<file path="config.mk">
export PLATFORM = sky130hd
export DESIGN_NAME = wheel_encoder_multiturn_tracker_unit
export DESIGN_NICKNAME = d
export VERILOG_FILES = /design/src/sv/mtt_pkg.sv /design/src/sv/mtt_sdiv.sv /design/src/sv/mtt_accum.sv /design/src/sv/wheel_encoder_multiturn_tracker_unit.sv
export VERILOG_INCLUDE_DIRS = /design/src /design/src/sv
export SDC_FILE = /design/constraint.sdc
export NUM_CORES = 1
export LEC_CHECK = 0
export BUFFER_PORTS_ARGS = -buffer_cell sky130_fd_sc_hd__buf_2
export CORE_ASPECT_RATIO = 0.7
export CORE_MARGIN = 4
export CORE_UTILIZATION = 45
export DETAILED_ROUTE_END_ITERATION = 7
export PLACE_DENSITY = 0.65
export SETUP_SLACK_MARGIN = 0.05
export SLEW_MARGIN = 10
export SYNTH_ARGS = -nofsm -noshare
export SYNTH_HDL_FRONTEND = slang
export SYNTH_HIERARCHICAL = 1
export SYNTH_SLANG_ARGS = --single-unit
</file>
<file path="constraint.sdc">
create_clock -name clock -period 8.7 [get_ports clock]
set_clock_uncertainty 0.2 [all_clocks]
set_input_delay 1.305 -clock clock [delete_from_list [all_inputs] [get_ports clock]]
set_output_delay 1.305 -clock clock [all_outputs]
set_load 0.02 [all_outputs]
</file>
<file path="src/sv/wheel_encoder_multiturn_tracker_unit_assert.svh">
// ----------------------------------------------------------------------------
// wheel encoder multiturn tracker assertion macros
// Concurrent assertion wrappers; they compile to nothing under synthesis.
// ----------------------------------------------------------------------------
`ifndef WHEEL_ENCODER_MULTITURN_TRACKER_UNIT_ASSERT_SVH
`define WHEEL_ENCODER_MULTITURN_TRACKER_UNIT_ASSERT_SVH
`ifndef SYNTHESIS
// consequent checked in the same cycle as the antecedent
`define MTT_ASSERT_SAME(lbl, clk, rst, ante, cons, msg) \
   lbl: assert property (@(posedge clk) disable iff (rst) (ante) |-> (cons)) \
      else $error(msg);
// consequent checked in the cycle after the antecedent
`define MTT_ASSERT_NEXT(lbl, clk, rst, ante, cons, msg) \
   lbl: assert property (@(posedge clk) disable iff (rst) (ante) |=> (cons)) \
      else $error(msg);
`else
`define MTT_ASSERT_SAME(lbl, clk, rst, ante, cons, msg)
`define MTT_ASSERT_NEXT(lbl, clk, rst, ante, cons, msg)
`endif
`endif

</file>
<file path="src/sv/mtt_pkg.sv">
// ----------------------------------------------------------------------------
// mtt_pkg
// Shared types and constants of the wheel encoder multiturn tracker.
// ----------------------------------------------------------------------------
package mtt_pkg;

   localparam int ENCODER_BITS_DEF = 14;
   localparam int ENC_IN_W         = 14;
   localparam int TURNS_W          = 17;
   localparam int COUNT_W          = 32;
   localparam int POS_W            = 15;
   localparam int POS_Q_W          = 14;
   // full scale is at most 1000 revolutions of counts
   localparam int FS_EXTRA_W       = 10;
   localparam int DIVC_W           = 7;

   localparam logic [TURNS_W-1:0] TURNS_LIMIT = 17'd100000;
   localparam logic [DIVC_W-1:0]  FS_DIVISOR  = 7'd100;
   localparam int                 FS_ROUND    = 50;
   localparam logic [POS_W-1:0]   MID_POS     = 15'd16383;

   localparam logic signed [COUNT_W-1:0] COUNT_MAX = 32'sh7FFF_FFFF;
   localparam logic signed [COUNT_W-1:0] COUNT_MIN = 32'sh8000_0000;

   localparam logic CMD_SAMPLE = 1'b0;
   localparam logic CMD_ZERO   = 1'b1;

   typedef struct packed {
      logic                cmd;
      logic [ENC_IN_W-1:0] encoder_value;
   } mtt_req_type;

   typedef struct packed {
      logic [POS_W-1:0]          wheel_position;
      logic signed [COUNT_W-1:0] overrun_count;
      logic signed [COUNT_W-1:0] turn_count;
   } mtt_rsp_type;

   typedef struct packed {
      logic busy;
      logic done;
   } mtt_div_stat_type;

endpackage

</file>
<file path="src/sv/mtt_sdiv.sv">
// ----------------------------------------------------------------------------
// mtt_sdiv
// Bit-serial restoring divider: one dividend bit shifted in per cycle.
// ----------------------------------------------------------------------------
module mtt_sdiv
   import mtt_pkg::*;
#(
   parameter int REM_W = DIVC_W,
   parameter int STEPS = POS_Q_W
) (
   input  logic             clock,
   input  logic             reset,
   input  logic             start,
   input  logic [REM_W-1:0] rem_init,
   input  logic [STEPS-1:0] dvd_bits,
   input  logic [REM_W-1:0] divisor,
   output mtt_div_stat_type stat,
   output logic [STEPS-1:0] quotient
);

   localparam int CNT_W = $clog2(STEPS + 1);

   logic [REM_W-1:0] rem_ff, rem_in;
   logic [STEPS-1:0] sh_ff, sh_in;
   logic [REM_W-1:0] dvs_ff, dvs_in;
   logic [CNT_W-1:0] cnt_ff, cnt_in;
   logic             busy_ff, busy_in;
   logic             done_ff, done_in;

   logic [REM_W:0]   trial;
   logic [REM_W:0]   diff;
   logic             ge;

   always_comb begin
      trial = {rem_ff, sh_ff[STEPS-1]};
      diff  = trial - {1'b0, dvs_ff};
      ge    = (trial >= {1'b0, dvs_ff});

      rem_in  = rem_ff;
      sh_in   = sh_ff;
      dvs_in  = dvs_ff;
      cnt_in  = cnt_ff;
      busy_in = busy_ff;
      done_in = 1'b0;
      if (start) begin
         rem_in  = rem_init;
         sh_in   = dvd_bits;
         dvs_in  = divisor;
         cnt_in  = CNT_W'(STEPS);
         busy_in = 1'b1;
      end else if (busy_ff) begin
         // remainder stays below the divisor, so one subtract decides the bit
         rem_in = ge ? diff[REM_W-1:0] : trial[REM_W-1:0];
         sh_in  = {sh_ff[STEPS-2:0], ge};
         cnt_in = cnt_ff - CNT_W'(1);
         if (cnt_ff == CNT_W'(1)) begin
            busy_in = 1'b0;
            done_in = 1'b1;
         end
      end
   end

   always_ff @(posedge clock) begin
      if (reset) begin
         cnt_ff  <= '0;
         busy_ff <= 1'b0;
         done_ff <= 1'b0;
      end else begin
         cnt_ff  <= cnt_in;
         busy_ff <= busy_in;
         done_ff <= done_in;
      end
   end

   always_ff @(posedge clock) begin
      rem_ff <= rem_in;
      sh_ff  <= sh_in;
      dvs_ff <= dvs_in;
   end

   assign stat.busy = busy_ff;
   assign stat.done = done_ff;
   assign quotient  = sh_ff;

endmodule

</file>
<file path="src/sv/mtt_accum.sv">
// ----------------------------------------------------------------------------
// mtt_accum
// Angle unwrap and saturating multi-turn count.
// ----------------------------------------------------------------------------
module mtt_accum
   import mtt_pkg::*;
#(
   parameter int EB = ENCODER_BITS_DEF
) (
   input  logic                      clock,
   input  logic                      reset,
   input  logic                      take,
   input  logic                      cmd,
   input  logic [EB-1:0]             raw,
   output logic signed [COUNT_W-1:0] count
);

   localparam int D_W = EB + 2;
   localparam logic signed [D_W-1:0] CPR  = D_W'(1) << EB;
   localparam logic signed [D_W-1:0] HALF = D_W'(1) << (EB - 1);

   logic [EB-1:0]             prev_ff, prev_in;
   logic                      primed_ff, primed_in;
   logic signed [COUNT_W-1:0] count_ff, count_in;

   logic signed [D_W-1:0]     diff;
   logic signed [D_W-1:0]     step;
   logic signed [COUNT_W:0]   sum;
   logic signed [COUNT_W-1:0] sat;

   always_comb begin
      diff = $signed({2'b00, raw}) - $signed({2'b00, prev_ff});
      // exactly half a revolution is kept as it is
      if (diff > HALF) begin
         step = diff - CPR;
      end else if (diff < -HALF) begin
         step = diff + CPR;
      end else begin
         step = diff;
      end
      sum = {count_ff[COUNT_W-1], count_ff} + {{(COUNT_W + 1 - D_W){step[D_W-1]}}, step};
      if (sum[COUNT_W] != sum[COUNT_W-1]) begin
         sat = sum[COUNT_W] ? COUNT_MIN : COUNT_MAX;
      end else begin
         sat = sum[COUNT_W-1:0];
      end

      prev_in   = prev_ff;
      primed_in = primed_ff;
      count_in  = count_ff;
      if (take) begin
         if (cmd == CMD_ZERO) begin
            count_in = '0;
         end else if (!primed_ff) begin
            // first sample only primes the angle
            prev_in   = raw;
            primed_in = 1'b1;
            count_in  = '0;
         end else begin
            prev_in  = raw;
            count_in = sat;
         end
      end
   end

   always_ff @(posedge clock) begin
      if (reset) begin
         prev_ff   <= '0;
         primed_ff <= 1'b0;
         count_ff  <= '0;
      end else begin
         prev_ff   <= prev_in;
         primed_ff <= primed_in;
         count_ff  <= count_in;
      end
   end

   assign count = count_ff;

endmodule

</file>
<file path="src/sv/wheel_encoder_multiturn_tracker_unit.sv">
// ----------------------------------------------------------------------------
// wheel encoder multiturn tracker
// Each request beat (an encoder angle sample or a set-zero command) gives one
// response beat with the scaled wheel position, the overrun past full scale
// and the signed multi-turn count. One beat is worked on at a time; it passes
// the clamp and load states and the 14-step bit-serial position divider on
// its way to the response register. A new request is taken while the
// previous response still waits. A write of the travel limit starts a
// bit-serial divide by 100 that recomputes full scale; requests are held off
// until it is finished.
// ----------------------------------------------------------------------------
`include "wheel_encoder_multiturn_tracker_unit_assert.svh"

module wheel_encoder_multiturn_tracker_unit
   import mtt_pkg::*;
#(
   parameter int ENCODER_BITS = ENCODER_BITS_DEF
) (
   input  logic               clock,
   input  logic               reset,
   input  logic               req_valid,
   output logic               req_ready,
   input  mtt_req_type        req_data,
   output logic               rsp_valid,
   input  logic               rsp_ready,
   output mtt_rsp_type        rsp_data,
   input  logic               csr_wr_en,
   input  logic [TURNS_W-1:0] csr_wr_data
);

   localparam int FS_W = ENCODER_BITS + FS_EXTRA_W;
   localparam int TD_W = TURNS_W + ENCODER_BITS;
   localparam int N_W  = FS_W + POS_Q_W;
   localparam logic [FS_W-1:0] FS_RESET = FS_W'(1) << ENCODER_BITS;

   localparam logic [2:0] ST_IDLE  = 3'd0;
   localparam logic [2:0] ST_CLAMP = 3'd1;
   localparam logic [2:0] ST_LOAD  = 3'd2;
   localparam logic [2:0] ST_DIV   = 3'd3;
   localparam logic [2:0] ST_DONE  = 3'd4;

   logic [2:0]                state_ff, state_in;
   logic [FS_W-1:0]           fs_ff;
   logic [FS_W-1:0]           a_ff, a_in;
   logic                      neg_ff, neg_in;
   logic                      zfs_ff, zfs_in;
   logic signed [COUNT_W-1:0] over_ff, over_in;
   logic                      rsp_valid_ff, rsp_valid_in;
   mtt_rsp_type               rsp_data_ff;

   logic                      accept;
   logic                      rsp_load;
   logic signed [COUNT_W-1:0] count;

   logic [TURNS_W-1:0]        turns_sat;
   logic [TD_W-1:0]           fs_dvd;
   mtt_div_stat_type          fs_stat;
   logic [TD_W-1:0]           fs_q;

   logic [N_W-1:0]            prod;
   mtt_div_stat_type          pos_stat;
   logic [POS_Q_W-1:0]        pos_q;
   logic [POS_W-1:0]          pos;

   logic signed [COUNT_W:0]   cnt_x;
   logic signed [COUNT_W:0]   fs_x;
   logic signed [COUNT_W:0]   over_hi;
   logic signed [COUNT_W:0]   over_lo;
   logic                      hi;
   logic                      lo;
   logic [COUNT_W-1:0]        mag;

   assign accept    = req_valid && req_ready;
   assign req_ready = (state_ff == ST_IDLE) && !fs_stat.busy;
   assign rsp_load  = (state_ff == ST_DONE) && (!rsp_valid_ff || rsp_ready);

   mtt_accum #(
      .EB (ENCODER_BITS)
   ) u_accum (
      .clock (clock),
      .reset (reset),
      .take  (accept),
      .cmd   (req_data.cmd),
      .raw   (ENCODER_BITS'(req_data.encoder_value)),
      .count (count)
   );

   // full scale = (turns * counts per rev + 50) / 100
   always_comb begin
      turns_sat = (csr_wr_data > TURNS_LIMIT) ? TURNS_LIMIT : csr_wr_data;
      fs_dvd    = {turns_sat, {ENCODER_BITS{1'b0}}} + TD_W'(FS_ROUND);
   end

   mtt_sdiv #(
      .REM_W (DIVC_W),
      .STEPS (TD_W)
   ) u_fs_div (
      .clock    (clock),
      .reset    (reset),
      .start    (csr_wr_en),
      .rem_init ('0),
      .dvd_bits (fs_dvd),
      .divisor  (FS_DIVISOR),
      .stat     (fs_stat),
      .quotient (fs_q)
   );

   always_ff @(posedge clock) begin
      if (reset) begin
         fs_ff <= FS_RESET;
      end else if (fs_stat.done) begin
         fs_ff <= fs_q[FS_W-1:0];
      end
   end

   // clamp to full scale, overrun and magnitude for the divider
   always_comb begin
      cnt_x   = {count[COUNT_W-1], count};
      fs_x    = $signed((COUNT_W + 1)'(fs_ff));
      over_hi = cnt_x - fs_x;
      over_lo = cnt_x + fs_x;
      hi      = cnt_x > fs_x;
      lo      = cnt_x < -fs_x;
      mag     = count[COUNT_W-1] ? (COUNT_W'(0) - count) : count;
      zfs_in  = (fs_ff == '0);
      neg_in  = count[COUNT_W-1];
      if (zfs_in) begin
         over_in = '0;
      end else if (hi) begin
         over_in = over_hi[COUNT_W-1:0];
      end else if (lo) begin
         over_in = over_lo[COUNT_W-1:0];
      end else begin
         over_in = '0;
      end
      a_in = (hi || lo) ? fs_ff : FS_W'(mag);
   end

   always_ff @(posedge clock) begin
      if (state_ff == ST_CLAMP) begin
         a_ff    <= a_in;
         neg_ff  <= neg_in;
         zfs_ff  <= zfs_in;
         over_ff <= over_in;
      end
   end

   // a * 16383 as a shift and subtract
   assign prod = {a_ff, {POS_Q_W{1'b0}}} - {{POS_Q_W{1'b0}}, a_ff};

   mtt_sdiv #(
      .REM_W (FS_W),
      .STEPS (POS_Q_W)
   ) u_pos_div (
      .clock    (clock),
      .reset    (reset),
      .start    (state_ff == ST_LOAD),
      .rem_init (prod[N_W-1:POS_Q_W]),
      .dvd_bits (prod[POS_Q_W-1:0]),
      .divisor  (fs_ff),
      .stat     (pos_stat),
      .quotient (pos_q)
   );

   always_comb begin
      if (zfs_ff) begin
         pos = MID_POS;
      end else if (neg_ff) begin
         pos = MID_POS - {1'b0, pos_q};
      end else begin
         pos = MID_POS + {1'b0, pos_q};
      end
   end

   always_comb begin
      state_in = state_ff;
      case (state_ff)
         ST_IDLE: begin
            if (accept) begin
               state_in = ST_CLAMP;
            end
         end
         ST_CLAMP: begin
            state_in = ST_LOAD;
         end
         ST_LOAD: begin
            state_in = ST_DIV;
         end
         ST_DIV: begin
            if (pos_stat.done) begin
               state_in = ST_DONE;
            end
         end
         ST_DONE: begin
            if (rsp_load) begin
               state_in = ST_IDLE;
            end
         end
         default: begin
            state_in = ST_IDLE;
         end
      endcase

      rsp_valid_in = rsp_valid_ff;
      if (rsp_load) begin
         rsp_valid_in = 1'b1;
      end else if (rsp_ready) begin
         rsp_valid_in = 1'b0;
      end
   end

   always_ff @(posedge clock) begin
      if (reset) begin
         state_ff     <= ST_IDLE;
         rsp_valid_ff <= 1'b0;
      end else begin
         state_ff     <= state_in;
         rsp_valid_ff <= rsp_valid_in;
      end
   end

   always_ff @(posedge clock) begin
      if (rsp_load) begin
         rsp_data_ff.wheel_position <= pos;
         rsp_data_ff.overrun_count  <= over_ff;
         rsp_data_ff.turn_count     <= count;
      end
   end

   assign rsp_valid = rsp_valid_ff;
   assign rsp_data  = rsp_data_ff;

   `MTT_ASSERT_SAME(a_pos_div_in_div, clock, reset, pos_stat.busy, state_ff == ST_DIV, "position divider busy outside divide state")
   `MTT_ASSERT_NEXT(a_rsp_drains, clock, reset, rsp_valid && rsp_ready && (state_ff != ST_DONE), !rsp_valid, "response beat taken but valid stayed high")
   `MTT_ASSERT_NEXT(a_csr_blocks_req, clock, reset, csr_wr_en && !reset, !req_ready, "request taken while full scale is recomputed")

endmodule
</file>
==> qor.csv, run 1 <==
metric,value,unit
layout cells sized above 1,11.76,%
"Avg Cell Area, Syn",9.452,um2
crit path kind,in2reg,
dpl cells,3124,
post-route ant nets,0,
hold slack,215.3,ps
via density per instance,5.948,
antenna violations before repair,1,
Worst slew margin,22.26,%
worst path cell trace,"buf_2, inv_1, ha_1, fa_1, nor2b_1, o21ai_0, a21boi_0, o41ai_1, o22ai_1, nor2_1, a21o_1, a21oi_1, o41a_1, ha_1, a2111oi_4, o21ai_1, a31oi_1, a21oi_1, a221o_1, or3b_4, xor2_2, buf_4, nor2_1, o21ai_0",
Initial Util,45.70,%
Routed WL per cell,19.87,um
leakage power,10.03,nW
crit path DAT,7830,ps
initial drt markers,2032,
Slew Limit Fails,0,
crit path max fanout,23,
CTS tree,done,
Ant. Diodes,0,
Die Ht,195.6,um
htree depth,2,
I/O Pins,118,
root buf cell,clkbuf_16,
max_cap viols,0,
Util after Layout,50.58,%
Residual DRC,0,
drt first pass iters,6,
clk_lat worst skew,570,ps
Pwr Density,253.1,nW/um2
Crit. End Element,flip-flop,
fmax,0.1323,GHz
CTS clock-pin slew for the worst setup and hold paths,60,ps
# nets final,2716,
die area,53990,um2
"commonest non-fill, non-tap cell in the layout",edfxtp_1,
hold buffers post-CTS,0,
total wire length,63.38,mm
endpoints failing hold,0,
"Period Utilization, post-route",86.85,%
RSZ-0062 raised after global routing,false,
post-route insts no fill,3190,
status,finished clean,
WP data required,8980,ps
CP Buf/Inv Count,3,
Total GRT Usage,22.61,%
Buffers on Ports,117,
area grow syn2layout,10.68,%
yosys warns,6,
crit path launch type,primary input,
TNS Setup,0,ps
Die Width,276.0,um
Worst Hold Class,reg2reg,
largest net degree at the start of global routing,73,
postcts setup bufs,0,
first-pass GRT wire length,99.48,mm
Mapped Area,22630,um2
"crit path setup slack, layout",1144,ps
CTS buffer count,36,
DP Wirelength,47.38,mm
"commonest non-fill, non-tap cells in the layout","edfxtp_1 (244), a21oi_1 (202), nor2_1 (197)",
Gate Count Post-Synth,2394,
vias,18970,
core footprint,49520,um2
"Min Clock Period, post-route",7556,ps
GP Congestion,0.9299,
Worst VDD drop,0.1646,mV
clock sink count,332,
GRT overflow,0,
max incr delay on CP,770,ps
number of global-route vias before repair,17680,
Final setup viols,0,
post-CTS sizing,0,
dpl ws,739.9,ps
std cell rows,68,
kind of cell adding the most delay to the critical path,compound AO/OA/AOI/OAI gates,
Slew @ Worst Pin,1162,ps
Worst path slowest cell,o41a_1,
Longest Clk Path Bufs,3,
-- power breakdown --
part	total (W)	internal [W]	switching (W)	leakage, nW
registers	0.00235	0.00213	0.000215	3.01
logic	0.00240	0.000964	0.00143	6.42
clock network	0.00160	0.000928	0.000667	0.593
total	0.00634	0.00403	0.00231	10.0
-- worst paths after layout --
kind | start | endpoint | slack, ps | depth (start not counted)
max | req_data[0] | u_accum/count[18] | 1140 | 24
min | over_ff[16] | rsp_data[48] | 220 | 0
max reg2reg | u_accum/prev_ff[2] | u_accum/count[18] | 1670 | 22
min reg2reg | over_ff[16] | rsp_data[48] | 220 | 0
-- registers in the layout (all words and copies together) (netlist names) --
register            cells
u_pos_div/rem_ff       24
rsp_data               79
u_fs_div/cnt_ff         5
u_accum/primed_ff       1
u_accum/prev_ff        14
u_fs_div/busy_ff        1
u_pos_div/quotient     14
state_ff                3
u_fs_div/done_ff        1
u_pos_div/done_ff       1
u_pos_div/busy_ff       1
a_ff                   24
u_accum/count          32
neg_ff                  1
u_fs_div/dvs_ff         7
u_pos_div/cnt_ff        4
rsp_valid               1
u_pos_div/dvs_ff       24
over_ff                32
u_fs_div/rem_ff         7
fs_ff                  24
u_fs_div/quotient      31
zfs_ff                  1
-- through the flow --
stage | instance area (um2) | power, W
after floorplan | 22730 | 0.004195
after global placement | 23840 | 0.004677
after detailed placement | 23840 | 0.004737
after CTS | 25040 | 0.006359
after global routing | 25040 | 0.006739
final | 25040 | 0.006340
-- metal layers --
layer / global-route usage, % / vias to the layer above / part of all wire, %
li1: - / 9000 / -
met1: 34.68 / 9087 / 48
met2: 33.39 / 793 / 42
met3: 3.777 / 91 / 8.3
met4: 4.947 / 2 / 1.7
met5: 0 / - / 0.011
-- layout make-up --
cell class | count | area (um2)
clock buffer | 43 | 937.1
multi-input combinational | 1831 | 12560
timing repair buffer | 139 | 750.7
fill | 4552 | 24470
tap | 665 | 832.0
clock inverter | 23 | 270.3
inverter | 157 | 601.8
sequential | 332 | 9089
-- worst register-to-register path, stage by stage (launching register included) --
cell and delay [ps]:
dfxtp_1 330, inv_1 50, ha_1 300, nor2b_1 140, o21ai_0 190, a21boi_0 210, o41ai_1 690, o22ai_1 230
nor2_1 220, a21o_1 170, a21oi_1 90, o41a_1 770, ha_1 580, a2111oi_4 420, o21ai_1 110, a31oi_1 170
a21oi_1 80, a221o_1 350, or3b_4 410, xor2_2 720, buf_4 300, nor2_1 50, o21ai_0 160
Note: power is estimated with default switching activity, not from simulation.
==> run 2, diff against run 1 <==
Settings changed: SYNTH_HIERARCHICAL 1 to unset.
==> qor.csv, run 2 <==
metric,value,unit,change
clk_lat worst skew,560,ps,about the same
Worst path slowest cell,xnor2_2,,
Routed WL per cell,20.13,um,+1.3%
CTS tree,done,,
Pint,0.003312,W,-18%
largest net degree at the start of global routing,66,,-9.6%
std cell rows,66,,-2.9%
layout cells sized above 1,10.62,%,-1.1 points
CTS buffer count,35,,-2.8%
dominant cells by area after synthesis,"edfxtp_1 (33%), ha_1 (10%), dfxtp_1 (9.0%)",,
Reg area,8808,um2,-3.1%
sequential fraction of the synthesis area,41.58,%,
clock sink count,325,,-2.1%
worst path cell trace,"buf_2, inv_1, ha_1, inv_1, fa_1, a21o_1, a21oi_2, nor2b_1, o21a_1, o41a_1, xor2_1, or4_1, or3_1, o31a_1, ha_1, a21oi_1, o21ai_0, nor2_1, a211oi_2, o211ai_1, a32o_2, xnor2_2, o21ai_0, a21oi_1",,
"commonest non-fill, non-tap cells in the layout","nor2_1 (238), edfxtp_1 (230), a21oi_1 (187)",,
# nets final,2560,,-5.7%
status,finished clean,,
Residual DRC,0,,unchanged
Gate Count Post-Synth,2266,,-5.3%
Yosys cell types,99,,
Longest Clk Path Bufs,3,,unchanged
antenna violations before repair,0,,-1
NetSw,0.001582,W,-32%
FILL cells,4288,,-5.8%
total wire length,60.11,mm,-5.1%
Crit. End Element,flip-flop,,
Synth Net Count,2479,,
initial drt markers,1849,,-9.0%
Main synth FF type,edfxtp_1,,
"Period Utilization, post-route",86.54,%,-0.30 points
post-route ant nets,0,,unchanged
htree depth,2,,unchanged
Initial Util,45.57,%,-0.13 points
Met2 Wirelength,23.40,mm,-12%
endpoints failing hold,0,,unchanged
Pwr Density,208.0,nW/um2,-18%
GRT overflow,0,,unchanged
crit path launch type,primary input,,
CTS clock-pin slew for the worst setup and hold paths,70,ps,about the same
Clock power frac,31.6,%,+6.4 points
"Avg Cell Area, Syn",9.350,um2,-1.1%
Synth area leader,edfxtp_1,,
RSZ-0062 raised after global routing,false,,
Final setup viols,0,,unchanged
Worst VDD drop,0.1282,mV,-22%
die area,50670,um2,-6.2%
GP Congestion,0.9581,,+3.0%
Die Width,267.3,um,-3.1%
drt first pass iters,6,,unchanged
crit path kind,in2reg,,
postcts setup bufs,0,,unchanged
root buf cell,clkbuf_16,,
combinational power share,28.2,%,-9.6 points
via density per instance,5.848,,-1.7%
core footprint,46490,um2,-6.1%
post-CTS sizing,0,,unchanged
max_cap viols,0,,unchanged
Total GRT Usage,23.30,%,+0.70 points
vias,17460,,-8.0%
number of synthesized register bits,325,,
Slew Limit Fails,0,,unchanged
Synth async-reset ratio,0,%,
area of the multi-input gates,11450,um2,-8.8%
met3 wire len,5.376,mm,+2.3%
top-count cell post-synth,nor2_1,,
fmax,0.1328,GHz,+0.35%
post-route insts no fill,2986,,-6.4%
WP data required,8980,ps,about the same
"commonest non-fill, non-tap cell in the layout",nor2_1,,
hold buffers post-CTS,0,,unchanged
Worst Hold Class,reg2reg,,
top layer reached by signal wires,met5,,
crit path DAT,7810,ps,-20 ps
DP Wirelength,45.33,mm,-4.3%
area grow syn2layout,11.07,%,
post-synth top area share,32.60,%,
yosys warns,0,,-6
Die Ht,189.5,um,-3.1%
first-pass GRT wire length,92.53,mm,-7.0%
Worst slew margin,19.61,%,-2.6 points
Sequential Power Share,40.2,%,+3.1 points
Slew @ Worst Pin,1200,ps,+38.10 ps
"Min Clock Period, post-route",7529,ps,-26.51 ps
Commonest cells post-synth,"nor2_1 (240), edfxtp_1 (230), a21oi_1 (188), nand2_1 (177), ha_1 (171)",,
max incr delay on CP,940,ps,+170 ps
Buffers on Ports,117,,unchanged
leakage power,9.534,nW,-5.0%
crit path max fanout,29,,+26%
TNS Setup,0,ps,unchanged
dpl cells,2922,,-6.5%
max reg flops,79,,unchanged
Mapped Area,21190,um2,-6.4%
number of global-route vias before repair,15920,,-10%
Post-synth EDFFs,230,,
sw frac,32.33,%,-4.2 points
DRT met1 WL,29.91,mm,-2.0%
I/O Pins,118,,unchanged
==> run 2: final timing paths <==
check | start | endpoint | slack [ps] | cells after the start
worst max-delay path | req_data[0] | u_accum.count[9] | 1170 | 24
worst min-delay path | over_ff[27] | rsp_data[59] | 220 | 0
worst max register to register | u_accum.prev_ff[0] | u_accum.count[9] | 1730 | 22
worst min register to register | over_ff[27] | rsp_data[59] | 220 | 0
==> run 2: layer usage <==
metal / vias up / GRT usage, %
li1: 8393 / -
met1: 8344 / 37.10
met2: 654 / 31.07
met3: 70 / 5.430
met4: 2 / 6.254
met5: - / 1.062
==> run 2: per-stage QoR <==
stage	total power, W	setup WS [ps]	area [um2]	hold slack, ps	util (%)
after CTS	0.004910	1208	23520	216.1	50.59
after detailed placement	0.003354	645.6	22330	204.5	48.04
after floorplan	0.003030	1871	21190	200.3	-
after global routing	0.005173	726.7	23530	222.8	50.61
after global placement	0.003313	803.1	22330	204.2	48.04
final	0.004895	1171	23530	217.5	50.61
==> run 2: power by group through the flow <==
stage | registers, W | clock network [W] | logic (W)
floorplan | 0.00196 | 0 | 0.00107
global placement | 0.00199 | 0 | 0.00132
detailed placement | 0.00200 | 0 | 0.00136
CTS | 0.00196 | 0.00158 | 0.00137
global route | 0.00198 | 0.00165 | 0.00154
finish | 0.00197 | 0.00155 | 0.00138
==> run 2: critical path, delay by kind of cell <==
family	cells	cell delay (ps)
AND/OR/NAND/NOR	4	1050
AO/OA/AOI/OAI	12	3020
adder cells (fa/ha/maj)	3	1080
buffers and inverters	3	210
XOR/XNOR	2	1110
==> run 2: cell families after synthesis <==
group / count (synthesis) / share of synthesized area (%)
and+or+nand+nor: 705 / 15.71
DFF: 325 / 41.58
xor gates and xnor gates: 155 / 6.408
adders and majority gates: 178 / 10.67
AOI/OAI and AO/OA: 622 / 19.26
buffers and inverters: 243 / 4.547
muxes: 38 / 1.825
==> run 2: layout make-up <==
class	instances	share of cell area [%]
well taps	612	3.254
repair buffers	141	3.254
inverters	146	2.329
diodes	1	0.01063
flip-flops and latches	325	37.43
multi-input cells	1698	48.67
clock buffers	43	4.020
clock inverters	20	1.032
